## config.mk

```make
export PLATFORM = sky130hd
export DESIGN_NAME = apt_minmax
export DESIGN_NICKNAME = d
export VERILOG_FILES = /design/src/rtl/apt_pkg.sv /design/src/rtl/apt_minmax.sv
export SDC_FILE = /design/constraint.sdc
export NUM_CORES = 2
export LEC_CHECK = 0
export BUFFER_PORTS_ARGS = -buffer_cell sky130_fd_sc_hd__buf_2
export CORE_MARGIN = 4
export CORE_UTILIZATION = 40
export CTS_CLUSTER_SIZE = 10
export DETAILED_ROUTE_END_ITERATION = 7
export PLACE_DENSITY = 0.59
export SKIP_CTS_REPAIR_TIMING = 1
export SLEW_MARGIN = 30
export SYNTH_ARGS = -nofsm -noshare
export SYNTH_HDL_FRONTEND = slang
export SYNTH_SLANG_ARGS = --single-unit
```

## constraint.sdc

```tcl
create_clock -name aclk -period 3.3 [get_ports aclk]
set_input_delay 0.495 -clock aclk [delete_from_list [all_inputs] [get_ports aclk]]
set_output_delay 0.495 -clock aclk [all_outputs]
set_load 0.005 [all_outputs]
```

## src/rtl/apt_pkg.sv

```systemverilog
// Shared types and constants for the bounding box projective transform.
// No dependencies; every other file of the block refers to it by scoped names.
package apt_pkg;

    // Fixed-point format of coordinates and matrix coefficients.
    localparam int COORD_WIDTH = 32;
    localparam int FRAC_BITS   = 16;

    // Port field width and register count.
    localparam int FIELD_W      = 32;
    localparam int PAIR_W       = 64;
    localparam int MATRIX_PAIRS = 8;
    localparam int CFG_IDX_W    = 4;

    // Exact products, accumulated sums and their magnitudes.
    localparam int PROD_W = 2 * COORD_WIDTH;
    localparam int ACC_W  = 2 * COORD_WIDTH + 2;
    localparam int MAG_W  = 2 * COORD_WIDTH;

    // Numerator bits still to be fed after the initial remainder is formed.
    localparam int SHIFT_W = COORD_WIDTH - FRAC_BITS;

    // Stage counts of the three pipeline parts.
    localparam int MAC_STAGES    = 2;
    localparam int DIV_STAGES    = COORD_WIDTH + 3;
    localparam int MINMAX_STAGES = 3;
    localparam int PIPE_DEPTH    = MAC_STAGES + DIV_STAGES + MINMAX_STAGES;

    // Register reset values: identity matrix.
    localparam logic [PAIR_W-1:0] ONE_LOW  = PAIR_W'(1) << FRAC_BITS;
    localparam logic [PAIR_W-1:0] ONE_HIGH = PAIR_W'(1) << (FIELD_W + FRAC_BITS);

    typedef logic signed [COORD_WIDTH-1:0] coord_t;
    typedef logic signed [PROD_W-1:0]      prod_t;
    typedef logic signed [ACC_W-1:0]       acc_t;
    typedef logic        [MAG_W-1:0]       mag_t;

    // Per-quotient flags that travel with the remainder through the divider.
    typedef struct packed {
        logic q_neg;
        logic n_neg;
        logic w_zero;
        logic n_zero;
        logic ovf;
    } div_flags_t;

endpackage

```

## src/rtl/apt_minmax.sv

```systemverilog
// Registered min/max tree over the eight projected corners, plus fault merge.
// Depends on apt_pkg for the coordinate type.
module apt_minmax (
    input  logic            aclk,
    input  logic            en,
    input  apt_pkg::coord_t quot  [8][3],
    input  logic            fault [8][3],
    output apt_pkg::coord_t mn    [3],
    output apt_pkg::coord_t mx    [3],
    output logic            fault_any
);

    apt_pkg::coord_t mn1_reg [4][3];
    apt_pkg::coord_t mx1_reg [4][3];
    apt_pkg::coord_t mn2_reg [2][3];
    apt_pkg::coord_t mx2_reg [2][3];
    apt_pkg::coord_t mn3_reg [3];
    apt_pkg::coord_t mx3_reg [3];
    logic            f1_reg;
    logic            f2_reg;
    logic            f3_reg;

    apt_pkg::coord_t mn1_next [4][3];
    apt_pkg::coord_t mx1_next [4][3];
    apt_pkg::coord_t mn2_next [2][3];
    apt_pkg::coord_t mx2_next [2][3];
    apt_pkg::coord_t mn3_next [3];
    apt_pkg::coord_t mx3_next [3];
    logic            f1_next;

    // First level compares corner pairs and merges all fault flags.
    always_comb begin
        f1_next = 1'b0;
        for (int i = 0; i < 4; i++) begin
            for (int a = 0; a < 3; a++) begin
                mn1_next[i][a] = (quot[2*i+1][a] < quot[2*i][a]) ?
                                 quot[2*i+1][a] : quot[2*i][a];
                mx1_next[i][a] = (quot[2*i+1][a] > quot[2*i][a]) ?
                                 quot[2*i+1][a] : quot[2*i][a];
            end
        end
        for (int k = 0; k < 8; k++) begin
            for (int a = 0; a < 3; a++) begin
                f1_next = f1_next | fault[k][a];
            end
        end
    end

    // Second and third levels.
    always_comb begin
        for (int i = 0; i < 2; i++) begin
            for (int a = 0; a < 3; a++) begin
                mn2_next[i][a] = (mn1_reg[2*i+1][a] < mn1_reg[2*i][a]) ?
                                 mn1_reg[2*i+1][a] : mn1_reg[2*i][a];
                mx2_next[i][a] = (mx1_reg[2*i+1][a] > mx1_reg[2*i][a]) ?
                                 mx1_reg[2*i+1][a] : mx1_reg[2*i][a];
            end
        end
        for (int a = 0; a < 3; a++) begin
            mn3_next[a] = (mn2_reg[1][a] < mn2_reg[0][a]) ? mn2_reg[1][a] : mn2_reg[0][a];
            mx3_next[a] = (mx2_reg[1][a] > mx2_reg[0][a]) ? mx2_reg[1][a] : mx2_reg[0][a];
        end
    end

    always_ff @(posedge aclk) begin
        if (en) begin
            mn1_reg <= mn1_next;
            mx1_reg <= mx1_next;
            f1_reg  <= f1_next;
            mn2_reg <= mn2_next;
            mx2_reg <= mx2_next;
            f2_reg  <= f1_reg;
            mn3_reg <= mn3_next;
            mx3_reg <= mx3_next;
            f3_reg  <= f2_reg;
        end
    end

    assign mn        = mn3_reg;
    assign mx        = mx3_reg;
    assign fault_any = f3_reg;

endmodule

```

==> results.py <==
metrics = {
    "status": {
        "run_status": "finished, violations left",
        "violations": "negative setup slack",
    },
    "setup_path": {
        "critPathArrivalTime_ps": 3840,
        "cp-end-kind": "register",
        "crit_type": "register to register",
        "crit_path_start_kind": "register",
        "critPathRequiredTime_ps": 3840,
        "worst-path-max-fanout": 6,
    },
    "placed_design": {
        "place_congestion": 0.959,
        "dp_hpwl_mm": 222,
        "io_buffers": 986,
    },
    "synthesis": {
        "syn_area_um2": 82000,
        "ys_ff_latch": 1347,
        "postSynthCellCount": 6766,
        "avgSynthCellArea_um2": 12.1,
        "yosysWarnings": 0,
        "synth_async_sr_flop_share_pct": 0,
        "synth.distinct_cells": 70,
        "seq_area_frac_synth_pct": 49.3,
        "synth_flop_cell": "edfxtp_1",
        "synth_fp_nets": 8511,
        "synth-edff-count": 1347,
    },
    "global_route": {
        "grt_pass1_wl_mm": 389,
        "grt_pass1_vias": 59400,
        "grt_max_degree": 97,
        "grtUsageTotal_pct": 25.0,
        "antenna_found_initial": 88,
        "grt_overflow": 0,
    },
    "power": {
        "pwr-share-seq_pct": 40.9,
        "p_per_area_nw_per_um2": 592,
        "power.internal_mw": 41.8,
        "power_leakage_nw": 45.9,
        "netSwitchingPower_mw": 19.5,
        "peakVddDrop_v": 0.000517,
        "sw_frac_of_total_pct": 31.9,
        "power_mw": 61.3,
        "combPwrFrac_pct": 32.1,
        "p_clk_share_pct": 27.0,
    },
    "detailed_routing": {
        "remaining_drc_errors": 0,
        "viasPerCell": 5.38,
        "first_iter_violations": 4488,
        "vias": 61600,
        "first_pass_iters": 6,
        "wl_per_cell_um": 24.5,
        "totalWireLength_mm": 280,
        "ant_nets": 0,
    },
    "sta": {
        "fin_skew_ps": 33.9,
        "setup_viol_count_final": 3,
        "drv_slew": 0,
        "max_freq_mhz": 302,
        "setup_slack_ps": -8.72,
        "tightest_slew_ps": 753,
        "min_period_ps": 3310,
        "hold_viol": 0,
        "slew_headroom_pct": 49.8,
        "min_period_over_period_pct": 100,
        "tns_ps": -20.4,
        "rsz0062_at_grt": "yes",
    },
    "layout": {
        "final_cell_mix": "edfxtp_1 (1,347), mux2_2 (1,038), inv_1 (986), buf_2 (986), ha_1 (941)",
        "nets": 10400,
        "fillers": 17900,
        "multi_input_area_um2": 37800,
        "final_common_cell": "edfxtp_1",
        "area_growth_pct": 26.3,
        "final-seq-area_um2": 40400,
        "drive_gt1_share_pct": 32.8,
    },
    "clocking": {
        "insertion_delay_ps": 820,
        "cts_buffer_depth": 3,
        "clock-root-buffer": "clkbuf_16",
        "clkSinkCount": 1347,
        "cts_max_level": 4,
        "cts-buffers-inserted": 164,
        "cts_tree": "done",
        "cts.clk_slew.worst_paths_ps": 60,
    },
    "die": {
        "dieArea_um2": 212000,
        "ios": 987,
        "dieHeight_um": 461,
        "rows": 165,
        "core_um2": 203000,
        "dieWidth_um": 461,
        "start_util_pct": 40.4,
    },
    "job": {
        "max_cap_viol_count": 0,
    },
    "min_path": {
        "worstHoldPathType": "primary input to register",
    },
}
-- cell usage after synthesis (21+ instances only) --
cell type | count | area (um2)
edfxtp_1 | 1347 | 40400
o21ai_0 | 290 | 1450
o22ai_1 | 37 | 231
clkbuf_1 | 136 | 510
nor2b_1 | 128 | 801
a21o_1 | 182 | 1370
nor4_1 | 29 | 181
o211ai_1 | 33 | 248
nand4_1 | 173 | 1080
nand3_1 | 75 | 375
mux2i_1 | 102 | 1020
a211oi_1 | 138 | 1040
nor3_1 | 48 | 240
inv_1 | 988 | 3710
nand2b_1 | 21 | 131
nor2_1 | 109 | 409
ha_1 | 951 | 11900
a21oi_1 | 345 | 1730
buf_2 | 35 | 175
mux2_2 | 1060 | 11900
a2111oi_0 | 21 | 184
o21a_1 | 23 | 173
nand2_1 | 295 | 1110
-- layer usage --
layer  global-route usage, %  up-vias  wire, um
met5                       0        -       136
met4                    12.2       22     13700
met3                    3.94      509     15700
met2                    41.3     2022    134000
met1                    31.9    30100    116000
li1                        -    28900         -
-- through the flow --
step | hold WS, ps | setup WS, ps | std cells | area, um2 | util [%]
finish | 8.16 | -8.72 | 11500 | 104000 | 51.0
global placement | 402 | -324 | 10700 | 94500 | 46.5
global route | -8.12 | -77.0 | 11400 | 104000 | 51.0
detailed placement | 408 | -386 | 10700 | 94500 | 46.5
floorplan | 400 | 40.7 | 6766 | 82000 | -
CTS | -124 | -166 | 11000 | 99200 | 48.8
-- critical path: stages (launching register included) --
cell and delay, ps:
edfxtp_1 490, ha_4 320, nand4_1 100, or3_4 420, a211o_1 270, a31oi_2 180, nor3_2 80, xor2_1 280
buf_4 180, o41ai_4 150, clkbuf_16 220, mux2_4 330
-- power groups by stage --
stage               clock network, mW  logic [mW]  registers, mW
global placement                    0        18.2           25.4
global route                     17.6        21.4           25.3
finish                           16.6        19.7           25.1
detailed placement                  0        18.5           25.4
CTS                              16.9        18.7           25.1
floorplan                           0        10.9           24.2
-- final timing paths --
path	start	endpoint	slack (ps)	depth (start not counted)
max reg2reg	mx1_reg[74]$_DFFE_PP_	mx2_reg[82]$_DFFE_PP_	-9	11
max	mx1_reg[74]$_DFFE_PP_	mx2_reg[82]$_DFFE_PP_	-9	11
min	quot[477]	mn1_reg[285]$_DFFE_PP_	8	3
min reg2reg	f1_reg$_DFFE_PP_	f2_reg$_DFFE_PP_	420	0
-- cell families (layout without fill, tap and decap cells) --
logic type               Yosys count  after routing  share of synthesized area, %
AND/OR/NAND/NOR                  939            939                          5.82
XOR/XNOR                           2              2                        0.0214
buffers and inverters           1177           3124                          5.49
adder cells (fa/ha/maj)          951            951                          14.5
other                              0             66                             0
AO/OA/AOI/OAI                   1183           1183                          8.98
multiplexers                    1167           1167                          15.9
flip-flops                      1347           1347                          49.3
-- final cells by class --
| cell class | instances | share of cell area (%) |
|---|---|---|
| Multi-Input combinational cell | 4242 | 36.5 |
| Sequential cell | 1347 | 39.0 |
| Clock inverter | 45 | 0.409 |
| Timing Repair Buffer | 1878 | 13.0 |
| Antenna cell | 66 | 0.159 |
| Tap cell | 2672 | 3.23 |
| Clock buffer | 213 | 4.14 |
| Inverter | 988 | 3.58 |
(Power assumes the default switching activity.)
